===== src/sv/assert_macros.svh =====
// assertion helpers for the rtl
`ifndef ASSERT_MACROS_SVH
`define ASSERT_MACROS_SVH

// plain property checked on every clock edge outside reset
`define SRL_ASSERT(label, clk, rst_n, prop, msg) \
	label: assert property (@(posedge clk) disable iff (!rst_n) (prop)) else $error(msg);

// same-cycle implication checked outside reset
`define SRL_ASSERT_IMP(label, clk, rst_n, ante, cons, msg) \
	label: assert property (@(posedge clk) disable iff (!rst_n) (ante) |-> (cons)) \
		else $error(msg);

`endif


===== src/sv/srl_pkg.sv =====
`default_nettype none
package srl_pkg;

	typedef enum logic [2:0] {
		PH_HUNT  = 3'd0,
		PH_TYPE  = 3'd1,
		PH_COUNT = 3'd2,
		PH_ADDR  = 3'd3,
		PH_DATA  = 3'd4,
		PH_CHECK = 3'd5,
		PH_SKIP  = 3'd6
	} phase_t;

	typedef enum logic [1:0] {
		KIND_WRITE    = 2'd0,
		KIND_DONE     = 2'd1,
		KIND_CSUM_ERR = 2'd2,
		KIND_SKIPPED  = 2'd3
	} kind_t;

	localparam logic [3:0] RK_UNKNOWN = 4'd15;

	localparam logic [7:0] CH_0  = 8'h30;
	localparam logic [7:0] CH_9  = 8'h39;
	localparam logic [7:0] CH_UA = 8'h41;
	localparam logic [7:0] CH_UF = 8'h46;
	localparam logic [7:0] CH_LA = 8'h61;
	localparam logic [7:0] CH_LF = 8'h66;
	localparam logic [7:0] CH_US = 8'h53;
	localparam logic [7:0] CH_LS = 8'h73;
	localparam logic [7:0] HEX_TEN = 8'd10;

	typedef struct packed {
		kind_t       kind;
		logic [31:0] addr;
		logic [7:0]  data;
		logic [7:0]  expct;
		logic [7:0]  type_char;
	} res_t;

	// non-hex characters keep their raw code
	function automatic logic [7:0] nibble_of(input logic [7:0] c);
		logic [7:0] v;
		v = c;
		if (c >= CH_0 && c <= CH_9)
			v = c - CH_0;
		else if (c >= CH_UA && c <= CH_UF)
			v = c - CH_UA + HEX_TEN;
		else if (c >= CH_LA && c <= CH_LF)
			v = c - CH_LA + HEX_TEN;
		return v;
	endfunction

endpackage
`default_nettype wire


===== src/sv/srl_in_stage.sv =====
`default_nettype none
module srl_in_stage (
	input  wire logic       clk,
	input  wire logic       arst_n,
	input  wire logic       in_valid,
	output logic            in_stall,
	input  wire logic [7:0] ch,
	input  wire logic       advance,
	output logic            valid_s1,
	output logic [7:0]      ch_s1
);
	import srl_pkg::*;

	logic accept;

	// holds one character while the result side is stalled
	assign in_stall = valid_s1 && !advance;
	assign accept   = in_valid && !in_stall;

	always_ff @(posedge clk or negedge arst_n) begin
		if (!arst_n) begin
			valid_s1 <= 1'b0;
		end else begin
			valid_s1 <= accept || (valid_s1 && !advance);
		end
	end

	always_ff @(posedge clk) begin
		if (accept) begin
			ch_s1 <= ch;
		end
	end

endmodule
`default_nettype wire


===== src/sv/srl_parse.sv =====
`default_nettype none
module srl_parse (
	input  wire logic        clk,
	input  wire logic        arst_n,
	input  wire logic        cfg_write,
	input  wire logic [31:0] cfg_data,
	input  wire logic        fire,
	input  wire logic [7:0]  ch_s1,
	output logic             res_valid,
	output srl_pkg::res_t    res
);
	import srl_pkg::*;

	phase_t      phase_q, phase_n;
	logic [3:0]  rk_q, rk_n;
	logic [7:0]  pairs_q, pairs_n;
	logic [2:0]  abl_q, abl_n;
	logic [31:0] load_q, load_n;
	logic [7:0]  sum_q, sum_n;
	logic [7:0]  first_q, first_n;
	logic        second_q, second_n;
	logic [7:0]  held_q, held_n;
	logic [31:0] offset_q;

	logic [7:0]  hi_nib;
	logic [7:0]  lo_nib;
	logic [7:0]  byte_val;
	logic [7:0]  pl_dec;
	logic [2:0]  abl_dec;
	logic [31:0] la_shift;
	logic        is_data;
	logic        is_end;

	assign hi_nib   = nibble_of(first_q);
	assign lo_nib   = nibble_of(ch_s1);
	assign byte_val = {hi_nib[3:0], 4'b0000} | lo_nib;
	assign pl_dec   = (pairs_q == 8'd0) ? 8'd0 : pairs_q - 8'd1;
	assign abl_dec  = (abl_q == 3'd0) ? 3'd0 : abl_q - 3'd1;
	assign la_shift = {load_q[23:0], byte_val};
	assign is_data  = (rk_q >= 4'd1) && (rk_q <= 4'd3);
	assign is_end   = (rk_q >= 4'd7) && (rk_q <= 4'd9);

	always_comb begin
		phase_n   = phase_q;
		rk_n      = rk_q;
		pairs_n   = pairs_q;
		abl_n     = abl_q;
		load_n    = load_q;
		sum_n     = sum_q;
		first_n   = first_q;
		second_n  = second_q;
		held_n    = held_q;
		res_valid = 1'b0;
		res.kind      = KIND_WRITE;
		res.addr      = 32'd0;
		res.data      = 8'd0;
		res.expct     = 8'd0;
		res.type_char = held_q;
		if (fire) begin
			unique case (phase_q)
				PH_TYPE: begin
					held_n = ch_s1;
					if (ch_s1 >= CH_0 && ch_s1 <= CH_9)
						rk_n = 4'(ch_s1 - CH_0);
					else
						rk_n = RK_UNKNOWN;
					phase_n  = PH_COUNT;
					second_n = 1'b0;
				end
				PH_COUNT, PH_ADDR, PH_DATA, PH_CHECK, PH_SKIP: begin
					if (!second_q) begin
						first_n  = ch_s1;
						second_n = 1'b1;
					end else begin
						second_n = 1'b0;
						unique case (phase_q)
							PH_COUNT: begin
								pairs_n = byte_val;
								sum_n   = byte_val;
								load_n  = 32'd0;
								if (rk_q == 4'd0) begin
									phase_n = PH_SKIP;
								end else if (is_data) begin
									abl_n   = 3'(rk_q + 4'd1);
									phase_n = PH_ADDR;
								end else if (is_end) begin
									abl_n   = 3'(4'd11 - rk_q);
									phase_n = PH_ADDR;
								end else begin
									phase_n   = PH_HUNT;
									res_valid = 1'b1;
									res.kind  = KIND_SKIPPED;
								end
							end
							PH_ADDR: begin
								sum_n = sum_q + byte_val;
								abl_n = abl_dec;
								if (abl_dec == 3'd0) begin
									load_n = la_shift + offset_q;
									if (pl_dec > 8'd1) begin
										pairs_n = pl_dec - 8'd1;
										phase_n = PH_DATA;
									end else begin
										pairs_n = 8'd0;
										phase_n = PH_CHECK;
									end
								end else begin
									load_n  = la_shift;
									pairs_n = pl_dec;
								end
							end
							PH_DATA: begin
								sum_n   = sum_q + byte_val;
								pairs_n = pl_dec;
								if (pl_dec == 8'd0)
									phase_n = PH_CHECK;
								if (is_data) begin
									load_n    = load_q + 32'd1;
									res_valid = 1'b1;
									res.kind  = KIND_WRITE;
									res.addr  = load_q;
									res.data  = byte_val;
								end
							end
							PH_CHECK: begin
								phase_n = PH_HUNT;
								if (byte_val != ~sum_q) begin
									res_valid = 1'b1;
									res.kind  = KIND_CSUM_ERR;
									res.addr  = load_q;
									res.data  = byte_val;
									res.expct = ~sum_q;
								end else if (is_end) begin
									res_valid = 1'b1;
									res.kind  = KIND_DONE;
									res.addr  = load_q;
								end
							end
							default: begin
								// type 0 skip: count + 1 pairs after the count
								if (pairs_q == 8'd0)
									phase_n = PH_HUNT;
								else
									pairs_n = pl_dec;
							end
						endcase
					end
				end
				default: begin
					// hunting, and the unused phase code
					phase_n = PH_HUNT;
					if (ch_s1 == CH_US || ch_s1 == CH_LS)
						phase_n = PH_TYPE;
				end
			endcase
		end
	end

	always_ff @(posedge clk or negedge arst_n) begin
		if (!arst_n) begin
			phase_q  <= PH_HUNT;
			rk_q     <= 4'd0;
			pairs_q  <= 8'd0;
			abl_q    <= 3'd0;
			load_q   <= 32'd0;
			sum_q    <= 8'd0;
			first_q  <= 8'd0;
			second_q <= 1'b0;
			held_q   <= 8'd0;
			offset_q <= 32'd0;
		end else begin
			phase_q  <= phase_n;
			rk_q     <= rk_n;
			pairs_q  <= pairs_n;
			abl_q    <= abl_n;
			load_q   <= load_n;
			sum_q    <= sum_n;
			first_q  <= first_n;
			second_q <= second_n;
			held_q   <= held_n;
			if (cfg_write) begin
				offset_q <= cfg_data;
			end
		end
	end

endmodule
`default_nettype wire


===== src/sv/srl_out_stage.sv =====
`default_nettype none
module srl_out_stage (
	input  wire logic          clk,
	input  wire logic          arst_n,
	input  wire logic          res_valid,
	input  wire srl_pkg::res_t res,
	output logic               advance,
	output logic               out_valid,
	input  wire logic          out_stall,
	output srl_pkg::res_t      out_q
);
	import srl_pkg::*;

	// the register frees up when empty or when its transfer completes
	assign advance = !out_valid || !out_stall;

	always_ff @(posedge clk or negedge arst_n) begin
		if (!arst_n) begin
			out_valid <= 1'b0;
		end else if (advance) begin
			out_valid <= res_valid;
		end
	end

	always_ff @(posedge clk) begin
		if (advance && res_valid) begin
			out_q <= res;
		end
	end

endmodule
`default_nettype wire


===== src/sv/srecord_stream_loader_core.sv =====
// S-record stream loader.
// Input channel: one host character per transfer on ch (in_valid / in_stall).
// Output channel: one result per transfer: kind, write_address, write_data,
// expected_checksum, type_char (out_valid / out_stall). Kind 0 is a memory
// write, 1 the end record was good, 2 a checksum error, 3 an unknown record.
// Most characters produce no result; a data byte's second hex character
// produces a write.
// cfg_write / cfg_data load the 32-bit address offset; write it while idle.
// A character that causes a result is captured in the input register; the parser
// then decodes it and the result register takes the result once it can advance.
// Throughput: one character per cycle while the receiver does not stall.
// When the receiver stalls, the result register holds and the input register
// takes at most one more character, then in_stall rises until the result moves.
// Reset (arst_n low) empties both registers, clears the offset and puts the
// parser back to hunting for 'S' or 's'.
`default_nettype none
module srecord_stream_loader_core (
	input  wire logic        clk,
	input  wire logic        arst_n,
	input  wire logic        cfg_write,
	input  wire logic [31:0] cfg_data,
	input  wire logic        in_valid,
	output logic             in_stall,
	input  wire logic [7:0]  ch,
	output logic             out_valid,
	input  wire logic        out_stall,
	output logic [1:0]       kind,
	output logic [31:0]      write_address,
	output logic [7:0]       write_data,
	output logic [7:0]       expected_checksum,
	output logic [7:0]       type_char
);
	import srl_pkg::*;
	`include "assert_macros.svh"

	logic       advance;
	logic       valid_s1;
	logic [7:0] ch_s1;
	logic       fire;
	logic       res_valid;
	res_t       res;
	res_t       out_q;

	assign fire = valid_s1 && advance;

	srl_in_stage u_in (
		.clk      (clk),
		.arst_n   (arst_n),
		.in_valid (in_valid),
		.in_stall (in_stall),
		.ch       (ch),
		.advance  (advance),
		.valid_s1 (valid_s1),
		.ch_s1    (ch_s1)
	);

	srl_parse u_parse (
		.clk       (clk),
		.arst_n    (arst_n),
		.cfg_write (cfg_write),
		.cfg_data  (cfg_data),
		.fire      (fire),
		.ch_s1     (ch_s1),
		.res_valid (res_valid),
		.res       (res)
	);

	srl_out_stage u_out (
		.clk       (clk),
		.arst_n    (arst_n),
		.res_valid (res_valid),
		.res       (res),
		.advance   (advance),
		.out_valid (out_valid),
		.out_stall (out_stall),
		.out_q     (out_q)
	);

	assign kind              = out_q.kind;
	assign write_address     = out_q.addr;
	assign write_data        = out_q.data;
	assign expected_checksum = out_q.expct;
	assign type_char         = out_q.type_char;

	`SRL_ASSERT_IMP(a_res_needs_fire, clk, arst_n, res_valid, fire, "result without a character")
	`SRL_ASSERT_IMP(a_stall_needs_s1, clk, arst_n, in_stall, valid_s1 && out_valid && out_stall, "input stalled without a held character")
	`SRL_ASSERT_IMP(a_write_fields, clk, arst_n, out_valid && kind == KIND_WRITE, expected_checksum == 8'd0, "write carries a checksum")
	`SRL_ASSERT_IMP(a_skip_fields, clk, arst_n, out_valid && kind == KIND_SKIPPED, write_address == 32'd0 && write_data == 8'd0, "unknown record report carries data")

endmodule
`default_nettype wire

===== config.mk =====
export PLATFORM = sky130hd
export DESIGN_NAME = srecord_stream_loader_core
export DESIGN_NICKNAME = d
export VERILOG_FILES = /design/src/sv/srl_pkg.sv /design/src/sv/srl_in_stage.sv /design/src/sv/srl_parse.sv /design/src/sv/srl_out_stage.sv /design/src/sv/srecord_stream_loader_core.sv
export VERILOG_INCLUDE_DIRS = /design/src /design/src/sv
export SDC_FILE = /design/constraint.sdc
export NUM_CORES = 1
export LEC_CHECK = 0
export ABC_CLOCK_PERIOD_IN_PS = 15000
export BUFFER_PORTS_ARGS = -buffer_cell sky130_fd_sc_hd__buf_2
export CORE_MARGIN = 4
export CORE_UTILIZATION = 60
export CTS_CLUSTER_DIAMETER = 80
export DETAILED_ROUTE_END_ITERATION = 8
export GPL_TIMING_DRIVEN = 0
export PLACE_DENSITY = 0.81
export SYNTH_ARGS = -nofsm -noshare
export SYNTH_HDL_FRONTEND = slang
export SYNTH_SLANG_ARGS = --single-unit

===== constraint.sdc =====
create_clock -name clk -period 15 [get_ports clk]
set_input_delay 3 -clock clk [delete_from_list [all_inputs] [get_ports clk]]
set_output_delay 3 -clock clk [all_outputs]
set_load 0.005 [all_outputs]

==> results_dict.tcl, run 1 <==
set metrics [dict create \
    start_kind "input pin" \
    max_freq_ghz 0.157 \
    grt_usage_pct 29.8 \
    seq_area_frac_synth_pct 42.9 \
    dr.first_iter.drc_count 1114 \
    critPathMaxFanout 3 \
    peakVddDrop_mv 0.0970 \
    dpl_worst_slack_ns 8.63 \
    hold_buffers 0 \
    overflow 0 \
    dieArea_um2 20400 \
    synth_nets 1287 \
    ctsResizeCount 0 \
    hpwl_um 22400 \
    rows 49 \
    hold_violations 0 \
    critPathCaptureType "output pin" \
    io_buffers 103 \
    syn_inst 1176 \
    vias 9856 \
    final-max-slew-violation-count 0 \
    cts_tree "built" \
    path_class "in -> out" \
    postSynth.asyncResetShare_pct 62.1 \
    final_nets 1411 \
    grt_max_degree 66 \
    slew-limit-headroom_pct 27.4 \
    final_common_cell "nor2_1" \
    antenna_cells 0 \
    die_w_um 143 \
    start_util_pct 60.8 \
    setup_viol 0 \
    core_um2 18000 \
    multiInputGateArea_um2 5890 \
    synth.area.top_cells "dfrtp_1 25%, edfxtp_1 18%, ha_1 7.3%, o21ai_0 4.5%, mux2_2 4.2%" \
    clk_path_buf_depth 2 \
    tightest_slew_ns 1.09 \
    area_growth_pct 13.2 \
    yosysWarnings 0 \
    layout_common_cells "120 x nor2_1, 118 x nand2_1, 108 x dfrtp_1" \
    cts_buffers 17 \
    cts.sinks 174 \
    p_leak_uw 0.00530 \
    ctsHtreeMaxLevel 4 \
    root_buffer "clkbuf_16" \
    wl_per_cell_um 19.7 \
    wl_um 30300 \
    regArea_um2 4680 \
    post_cts_buffers 0 \
    grt_pass1_wl_um 48100 \
    grt_pass1_vias 9178 \
    tns_ns 0 \
    status "finished, final reports clean" \
    maxCapViolations 0 \
    n_fill_cell 1416 \
    drive_gt1_share_pct 15.7 \
    synth-edff-count 66 \
    p_per_area_nw_per_um2 150 \
    cp_data_required_time_ns 12.00 \
    arrival_ns 3.36 \
    min_period_ns 6.36 \
    hold_slack_ns 0.459 \
    synth_ff_type "dfrtp_1" \
    insertion_delay_ns 0.45 \
    setup_slack_ns 8.64 \
    ioPinCount 105 \
    synth_top_area_share_pct 24.7 \
    ant_nets 0 \
    clk_pin_slew_ns 0.06 \
    synth.largest_area_cell "dfrtp_1" \
    yosys.cell_types.count 85 \
    fin_skew_ns 0.00993 \
    die_h_um 143 \
    grt_antenna_before_repair 0 \
    period_share_pct 42.4 \
    rsz0062_at_grt "no" \
    rrSetupSlack_ns 9.29 \
    viasPerCell 6.39 \
    mappedNetlistArea_um2 10900 \
    hold_class "reg -> reg" \
    place.gp.congestion 0.955 \
    ys_seq_elements 174 \
    drc 0 \
    dr.pass1.iters 6 \
    postSynthAreaPerCell_um2 9.29 \
]
==> cell type report <==
class	count	share of cell area [%]
Multi-Input combinational cell	914	47.6
Buffer	51	1.74
Tap cell	229	2.32
Clock inverter	14	1.15
Sequential cell	174	37.9
Inverter	37	1.12
Clock buffer	18	3.55
Timing Repair Buffer	105	4.63
==> critical path: stages <==
cell and delay [ns]:
buf_2 0.10, nand3_1 0.10, inv_1 0.04, buf_2 0.12
==> cells by family after synthesis <==
logic type,after synthesis,synth area share [%]
XOR/XNOR,43,3.51
AO/OA/AOI/OAI,331,18.8
multiplexers,50,5.05
adder cells (fa/ha/maj),66,7.69
AND/OR/NAND/NOR,424,18.9
flip-flops,174,42.9
buffers and inverters,88,3.24
==> path summary, 6_finish.rpt <==
check                             startpoint              endpoint  depth (start not counted)
max                                out_stall              in_stall                          4
min                        u_parse.held_q[7]        u_out.out_q[7]                          0
max reg2reg                    u_in.ch_s1[1]    u_parse.load_q[30]                         19
min reg2reg                u_parse.held_q[7]        u_out.out_q[7]                          0
max in group asynchronous             arst_n  u_parse.offset_q[17]                          2
min in group asynchronous             arst_n     u_parse.held_q[2]                          1
==> registers in the layout, summed over array words and instances (netlist names), 3 cells and up <==
signal	cells
u_parse.load_q	32
u_out.out_q	58
u_parse.first_q	7
u_parse.pairs_q	8
u_parse.held_q	8
u_parse.phase_q	3
u_parse.rk_q	4
u_parse.sum_q	8
u_parse.abl_q	3
u_in.ch_s1	8
u_parse.offset_q	32
==> report_power, final <==
group	total [uW]	switching [uW]	internal [uW]	leakage [uW]
Sequential	673	78.3	594	0.00195
Clock	448	208	240	0.000290
Combinational	740	465	275	0.00307
==> synth_stat cells (all sizes together) (6+ instances only) <==
| library cell | n |
|---|---|
| nor2 | 123 |
| clkbuf | 42 |
| inv | 37 |
| a211oi | 9 |
| nand3 | 35 |
| nor3b | 6 |
| xor2 | 17 |
| nor4 | 12 |
| o21bai | 8 |
| xnor2 | 26 |
| o21a | 6 |
| dfrtp | 108 |
| nor3 | 24 |
| o31ai | 7 |
| nand2 | 119 |
| nand2b | 10 |
| mux2 | 41 |
| a21o | 20 |
| o21ai | 105 |
| nor2b | 6 |
| a21oi | 93 |
| ha | 64 |
| a31oi | 16 |
| and2 | 36 |
| mux2i | 9 |
| edfxtp | 66 |
| nand4 | 13 |
| o22ai | 9 |
| buf | 9 |
| and3 | 16 |
==> per-stage QoR <==
stage	cell area, um^2	total power, uW	cells	utilization [%]
6_report	12400	1860	1542	68.9
5_1_grt	12400	1970	1542	68.9
4_1_cts	12400	1840	1542	68.9
3_5_place_dp	11800	1390	1510	65.6
3_3_place_gp	11700	1370	1508	65.3
2_1_floorplan	10900	1180	1176	-
==> per-layer routing <==
metal	track usage [%]	part of all wire (%)
met1	39.0	41
met2	49.0	48
met3	5.56	8.2
met4	12.0	3.3
met5	0	0
No activity file was read; power rests on OpenSTA's default activity.
==> run 2, diff against run 1 <==
--- a/config.mk
+++ b/config.mk
@@ -6,14 +6,15 @@
 export SDC_FILE = /design/constraint.sdc
 export NUM_CORES = 1
 export LEC_CHECK = 0
-export ABC_CLOCK_PERIOD_IN_PS = 15000
+export ABC_AREA = 1
+export ABC_CLOCK_PERIOD_IN_PS = 6200
 export BUFFER_PORTS_ARGS = -buffer_cell sky130_fd_sc_hd__buf_2
 export CORE_MARGIN = 4
 export CORE_UTILIZATION = 60
 export CTS_CLUSTER_DIAMETER = 80
 export DETAILED_ROUTE_END_ITERATION = 8
 export GPL_TIMING_DRIVEN = 0
-export PLACE_DENSITY = 0.81
+export PLACE_DENSITY = 0.8
 export SYNTH_ARGS = -nofsm -noshare
 export SYNTH_HDL_FRONTEND = slang
 export SYNTH_SLANG_ARGS = --single-unit
==> constraint.sdc (replaced) <==
create_clock -name clk -period 6.2 [get_ports clk]
set_input_delay 1.24 -clock clk [delete_from_list [all_inputs] [get_ports clk]]
set_output_delay 1.24 -clock clk [all_outputs]
set_load 0.005 [all_outputs]
==> run 2 against run 1 <==
Net effect:
- register-to-register slack worse by 7.9 ns
- cell count grew 25%
- synthesized cell count up 30%
- utilization shrank 0.23 points
- sequential power grew to 2.5 times the previous value
- worst hold slack worse by 0.0072 ns
- count of clock-buffer cells in the layout unchanged
- first-iteration DRC count rose by 7.9%
- non-clock buffer count fell by 18
- critical endpoint is now u_parse.load_q[29]
- largest power group unchanged
==> results_dict.tcl, run 2 <==
set metrics [dict create \
    p_per_area_nw_per_um2 355 \
    cp_cell_sequence "inv_1 -> ha_1 -> nand2_1 -> nand2_1 -> o21ai_1 -> nand2_1 -> nand2_2 -> nand2_2 -> nand2_1 -> nand2_1 -> nand2_1 -> nand3_1 -> ha_1 -> a21oi_1 -> a21boi_0 -> o21ai_0 -> nand3b_1 -> nand2_1 -> nand2_1 -> nand2_1 -> o21ai_0 -> a21boi_1" \
    root_buffer "clkbuf_16" \
    reg2reg_from "u_in.ch_s1[4]" \
    period_share_pct 77.0 \
    synth.largest_area_cell "dfrtp_1" \
    critPathCaptureType "flip-flop" \
    r2r_cells 22 \
    clk_path_buf_depth 2 \
    syn_inst 1531 \
    seq_area_frac_synth_pct 39.4 \
    hold_violations 0 \
    whs_endpoint "u_out.out_q[0]" \
    die_h_um 149 \
    antenna_cells 0 \
    synthAdderAreaFrac_pct 7.06 \
    slew-limit-headroom_pct 41.1 \
    wl_um 34600 \
    grt_antenna_before_repair 0 \
    setup_slack_ns 1.42 \
    core_um2 19500 \
    rsz0062_at_grt "no" \
    synth_xor_area_share_pct 1.99 \
    arrival_ns 5.08 \
    dieArea_um2 22200 \
    synth_common_cells "316 x nand2_1, 159 x inv_1, 145 x nor2_1" \
    top_layer "met4" \
    final-max-slew-violation-count 0 \
    cp_data_required_time_ns 6.51 \
    synth_top_area_share_pct 22.7 \
    vias 11300 \
    ctsResizeCount 0 \
    rows 51 \
    critPathMaxFanout 9 \
    ioPinCount 105 \
    cpPeakStageDelay_ns 0.56 \
    clk_pin_slew_ns 0.07 \
    grt_max_degree 63 \
    yosysMostFrequentCell "nand2_1" \
    peakVddDrop_mv 0.233 \
    power.total_uw 4750 \
    setup_viol 0 \
    met1_length_um 15200 \
    min_period_ns 4.78 \
    grt_pass1_wl_um 55100 \
    min-delay-start "u_parse.held_q[0]" \
    tightest_slew_ns 0.884 \
    layout_common_cells "316 x nand2_1, 158 x inv_1, 145 x nor2_1" \
    mappedNetlistArea_um2 11900 \
    dr.pass1.iters 6 \
    synthMuxAreaShare_pct 3.03 \
    synth_ff_type "dfrtp_1" \
    grt_pass1_vias 10500 \
    wl_per_cell_um 17.9 \
    synth-compound-area-share_pct 14.7 \
    path_class "reg -> reg" \
    insertion_delay_ns 0.45 \
    drc 0 \
    largest_reg_flops 58 \
    synth_top_family_by_area "simple AND/OR/NAND/NOR gates" \
    postSynthAreaPerCell_um2 7.77 \
    hold_buffers 0 \
    io_buffers 103 \
    top_register "u_out.out_q" \
    wl_met3_um 3570 \
    hold_slack_ns 0.452 \
    grt_usage_pct 31.7 \
    hold_class "reg -> reg" \
    rrSetupSlack_ns 1.42 \
    maxCapViolations 0 \
    drive_gt1_share_pct 16.8 \
    post_cts_buffers 0 \
    fin_skew_ns 0.0132 \
    path_common_cell "nand2_1" \
    area_growth_pct 12.3 \
    viasPerCell 5.83 \
    synth-simple-area-share_pct 26.0 \
    final_nets 1766 \
    synth_nets 1642 \
    final_common_cell "nand2_1" \
    start_kind "flip-flop" \
    die_w_um 149 \
    worstHoldPathCells 0 \
    dr.first_iter.drc_count 1202 \
    tns_ns 0 \
    place.gp.congestion 1.03 \
    start_util_pct 61.2 \
    ant_nets 0 \
    ctsHtreeMaxLevel 4 \
    routed-wl-met2_um 15000 \
    hpwl_um 26900 \
    cts_tree "built" \
    n_fill_cell 1647 \
    top_regs "u_out.out_q (58), u_parse.load_q (32), u_parse.offset_q (32)" \
    cts.sinks 174 \
    synth.area.top_cells "dfrtp_1 23%, edfxtp_1 17%, nand2_1 10%, ha_1 6.7%, inv_1 5.0%" \
    ys_seq_elements 174 \
    max_freq_ghz 0.209 \
    yosysWarnings 0 \
    synth-edff-count 66 \
    overflow 0 \
    crit-reg2reg-capture "u_parse.load_q[29]" \
    critPathSlowestCell "ha_1" \
    cts_buffers 17 \
    dpl_worst_slack_ns 1.73 \
    yosys.cell_types.count 53 \
    p_leak_uw 0.00609 \
    postSynth.asyncResetShare_pct 62.1 \
    status "finished, final reports clean" \
]
[run 2: cell count changes after synthesis, sizes merged, moves of 18 or more]
cell | before | now
inv | 37 | 204
clkbuf | 42 | 15
a21oi | 93 | 114
nor2 | 123 | 154
nand3 | 35 | 122
and2 | 36 | 1
nand2 | 119 | 325
xnor2 | 26 | 8
[run 2: worst max-delay path: cells and delay by family, from the launching register on]
kind                     cells  cell delay (ns)
AO/OA/AOI/OAI                6             1.52
adder cells (fa/ha/maj)      2             0.82
buffers and inverters        1             0.23
flip-flops                   1             0.55
AND/OR/NAND/NOR             13             1.51
[run 2: cells by family (layout without fill, tap and decap cells)]
kind of cell / Yosys count / count (layout)
buffers and inverters: 240 / 377
AO/OA/AOI/OAI: 310 / 310
adder cells (fa/ha/maj): 66 / 66
flip-flops: 174 / 174
multiplexers: 32 / 32
AND/OR/NAND/NOR: 682 / 682
XOR/XNOR: 27 / 27
[run 2: where the power goes]
part | internal, uW | switching, uW
Combinational | 664 | 1330
Clock | 539 | 509
Sequential | 1410 | 298
[run 2: worst max path at each step]
stage / start / to / slack [ns] / depth (start not counted)
detailed placement: u_in.ch_s1[4] / u_parse.load_q[29] / 1.73 / 22
CTS: u_in.ch_s1[4] / u_parse.load_q[29] / 1.70 / 22
floorplan: u_in.ch_s1[4] / u_out.out_q[0] / 2.20 / 16
finish: u_in.ch_s1[4] / u_parse.load_q[29] / 1.42 / 22
global placement: u_in.ch_s1[4] / u_out.out_q[42] / 1.13 / 19
global route: u_in.ch_s1[4] / u_parse.load_q[29] / 1.02 / 22
[run 2: area by class of cell]
type	count	area, um^2	share of cell area [%]
Sequential cell	174	4680	35.1
Multi-Input combinational cell	1117	6280	47.0
Tap cell	265	332	2.48
Clock inverter	14	123	0.918
Inverter	207	777	5.82
Clock buffer	18	439	3.29
Timing Repair Buffer	105	566	4.23
Buffer	33	165	1.24
[run 2: metrics by stage]
stage / instances / util (%) / instance area (um^2)
after floorplan: 1531 / - / 11900
after CTS: 1933 / 68.7 / 13400
final: 1933 / 68.7 / 13400
after detailed placement: 1901 / 65.8 / 12800
after global placement: 1899 / 65.5 / 12700
after global routing: 1933 / 68.7 / 13400
[run 2: routing by layer]
| metal | global-route usage (%) | vias to the layer above |
|---|---|---|
| met2 | 47.6 | 560 |
| met5 | 0 | - |
| met4 | 10.1 | 0 |
| met3 | 7.23 | 66 |
| li1 | - | 5424 |
| met1 | 46.0 | 5220 |
==> run 3, diff against run 2 <==
--- a/config.mk
+++ b/config.mk
@@ -6,15 +6,15 @@
 export SDC_FILE = /design/constraint.sdc
 export NUM_CORES = 1
 export LEC_CHECK = 0
-export ABC_AREA = 1
-export ABC_CLOCK_PERIOD_IN_PS = 6200
+export ABC_AREA = 0
+export ABC_CLOCK_PERIOD_IN_PS = 4610
 export BUFFER_PORTS_ARGS = -buffer_cell sky130_fd_sc_hd__buf_2
 export CORE_MARGIN = 4
 export CORE_UTILIZATION = 60
 export CTS_CLUSTER_DIAMETER = 80
 export DETAILED_ROUTE_END_ITERATION = 8
 export GPL_TIMING_DRIVEN = 0
-export PLACE_DENSITY = 0.8
+export PLACE_DENSITY = 0.81
 export SYNTH_ARGS = -nofsm -noshare
 export SYNTH_HDL_FRONTEND = slang
 export SYNTH_SLANG_ARGS = --single-unit
==> constraint.sdc (replaced) <==
create_clock -name clk -period 4.61 [get_ports clk]
set_input_delay 0.922 -clock clk [delete_from_list [all_inputs] [get_ports clk]]
set_output_delay 0.922 -clock clk [all_outputs]
set_load 0.005 [all_outputs]
==> run 3 against run 2 <==
Net effect:
- the flow now finishes with violations (setup timing)
- largest power group unchanged
- clock skew decreased by 0.0031 ns
- register-to-register slack got worse by 1.5 ns
- clock power increased by 40%
- global-route usage decreased by 0.55 points
==> results_dict.tcl, run 3 (synthesized netlist as in run 1, its figures left out) <==
set metrics [dict create \
    insertion_delay_ns 0.45 \
    dp_cells 1509 \
    maxCapViolations 0 \
    cts_tree "built" \
    place.gp.congestion 0.980 \
    final_util_pct 72.6 \
    grt_usage_pct 31.2 \
    cpPeakStageDelay_ns 0.70 \
    tightest_slew_ns 1.08 \
    core_um2 18000 \
    peakVddDrop_mv 0.450 \
    vias 10300 \
    cts_buffers 17 \
    status "finished with violations" \
    io_buffers 103 \
    layout_common_cells "116 x nor2_1, 114 x nand2_1, 108 x dfrtp_1" \
    grt_antenna_before_repair 0 \
    r2r_cells 19 \
    die_w_um 143 \
    top_register "u_out.out_q" \
    critPathCaptureType "flip-flop" \
    start_kind "flip-flop" \
    final_cells 1571 \
    arrival_ns 5.01 \
    period_share_pct 102 \
    die_h_um 143 \
    hold_class "reg -> reg" \
    ioPinCount 105 \
    drc 0 \
    p_leak_uw 0.00552 \
    whs_endpoint "u_out.out_q[6]" \
    grt_pass1_vias 9530 \
    top_regs "u_out.out_q (58), u_parse.load_q (32), u_parse.offset_q (32)" \
    cp_data_required_time_ns 4.93 \
    critPathSlowestCell "or4b_2" \
    power.total_uw 6370 \
    min_period_ns 4.70 \
    hold_violations 0 \
    final_nets 1440 \
    critPathMaxFanout 6 \
    cp_cell_sequence "inv_2 -> ha_4 -> or4b_4 -> a21boi_4 -> nor3_2 -> nand2b_4 -> a21oi_2 -> xnor2_2 -> nand2_2 -> ha_4 -> nand2_2 -> nor3_4 -> o21ai_2 -> nand3_1 -> o21ai_0 -> or4b_2 -> a21oi_2 -> xnor2_1 -> o21ai_0" \
    dr.pass1.iters 8 \
    max_freq_ghz 0.213 \
    clk_pin_slew_ns 0.08 \
    wl_um 33500 \
    rrSetupSlack_ns -0.09 \
    hpwl_um 22400 \
    slew-limit-headroom_pct 27.7 \
    final-max-slew-violation-count 0 \
    antenna_cells 0 \
    rows 49 \
    path_class "reg -> reg" \
    grt_pass1_wl_um 49900 \
    overflow 0 \
    setup_viol 13 \
    wl_per_cell_um 21.4 \
    clk_path_buf_depth 2 \
    reg2reg_from "u_in.ch_s1[0]" \
    dieArea_um2 20400 \
    dr.first_iter.drc_count 1364 \
    p_per_area_nw_per_um2 489 \
    fin_skew_ns 0.0102 \
    worstHoldPathCells 0 \
    start_util_pct 60.8 \
    drive_gt1_share_pct 21.9 \
    ant_nets 0 \
    viasPerCell 6.54 \
    area_growth_pct 19.3 \
    cts.sinks 174 \
    min-delay-start "u_parse.held_q[6]" \
    grt_max_degree 59 \
    largest_reg_flops 58 \
    setup_slack_ns -0.0860 \
    root_buffer "clkbuf_16" \
    violations "setup timing" \
    rsz0062_at_grt "yes" \
    final_common_cell "nor2_1" \
    ctsHtreeMaxLevel 4 \
    crit-reg2reg-capture "u_parse.load_q[28]" \
]
-- run 3: changes by cell type in the layout (fill, tap and decap cells not counted), moves of 15 or more --
cell / before / now
a21o_1: 4 / 20
a21oi_1: 113 / 82
and2_1: 1 / 35
buf_4: 4 / 31
clkbuf_1: 15 / 40
inv_1: 158 / 31
inv_2: 46 / 5
nand2_1: 316 / 114
nand3_1: 99 / 35
nand3_2: 21 / 0
nand4_1: 29 / 12
nor2_1: 145 / 116
o21ai_0: 108 / 93
-- run 3: worst max-delay path: cells and delay by family, from the launching register on --
family | cells | cell delay, ns
flip-flops | 1 | 0.48
XOR/XNOR | 2 | 0.32
AND/OR/NAND/NOR | 8 | 2.11
buffers and inverters | 1 | 0.16
AO/OA/AOI/OAI | 6 | 0.99
adder cells (fa/ha/maj) | 2 | 0.50
-- run 3: metal layers --
metal	wire length (um)	up-vias	track usage, %
li1	-	4618	-
met1	12800	4879	41.1
met2	16200	640	51.4
met3	3280	139	5.79
met4	1290	0	12.1
met5	0	-	0
-- run 3: layout make-up --
class	instances	area (um^2)
clock inverter	15	165
timing repair buffer	133	767
clock buffer	17	425
inverter	37	141
sequential	174	4680
multi-input combinational	916	6350
fill	1261	4930
buffer	50	213
tap	229	287
-- run 3: repair_timing --
action,CTS,global route
gates resized for setup,44,42
buffers inserted,16,13
gates cloned,0,2
pin swaps,11,28
endpoints found under the setup margin,91,78
hold buffers,0,0
-- run 3: stage by stage --
step / hold slack (ns) / setup TNS [ns] / area (um^2) / worst slack [ns]
floorplan: 0.419 / 0 / 10900 / 0.193
global placement: 0.428 / -64.84 / 11700 / -0.973
detailed placement: 0.434 / -74.15 / 11800 / -1.10
CTS: 0.453 / 0 / 12700 / 0.00272
global route: 0.464 / -5.58 / 13000 / -0.199
finish: 0.456 / -0.169 / 13000 / -0.0860
-- run 3: how the worst max path moves through the flow --
stage                        from                  to  slack, ns
detailed placement  u_in.ch_s1[1]     u_out.out_q[35]      -1.10
CTS                 u_in.ch_s1[0]  u_parse.load_q[30]      0.003
finish              u_in.ch_s1[0]  u_parse.load_q[28]      -0.09
floorplan           u_in.ch_s1[1]      u_out.out_q[0]       0.19
global route        u_in.ch_s1[0]  u_parse.load_q[28]      -0.20
global placement    u_in.ch_s1[1]     u_out.out_q[30]      -0.97
-- run 3: power breakdown --
part	internal (uW)	switching, uW
Sequential	1930	266
Combinational	1040	1660
Clock	774	700
Total	3750	2630
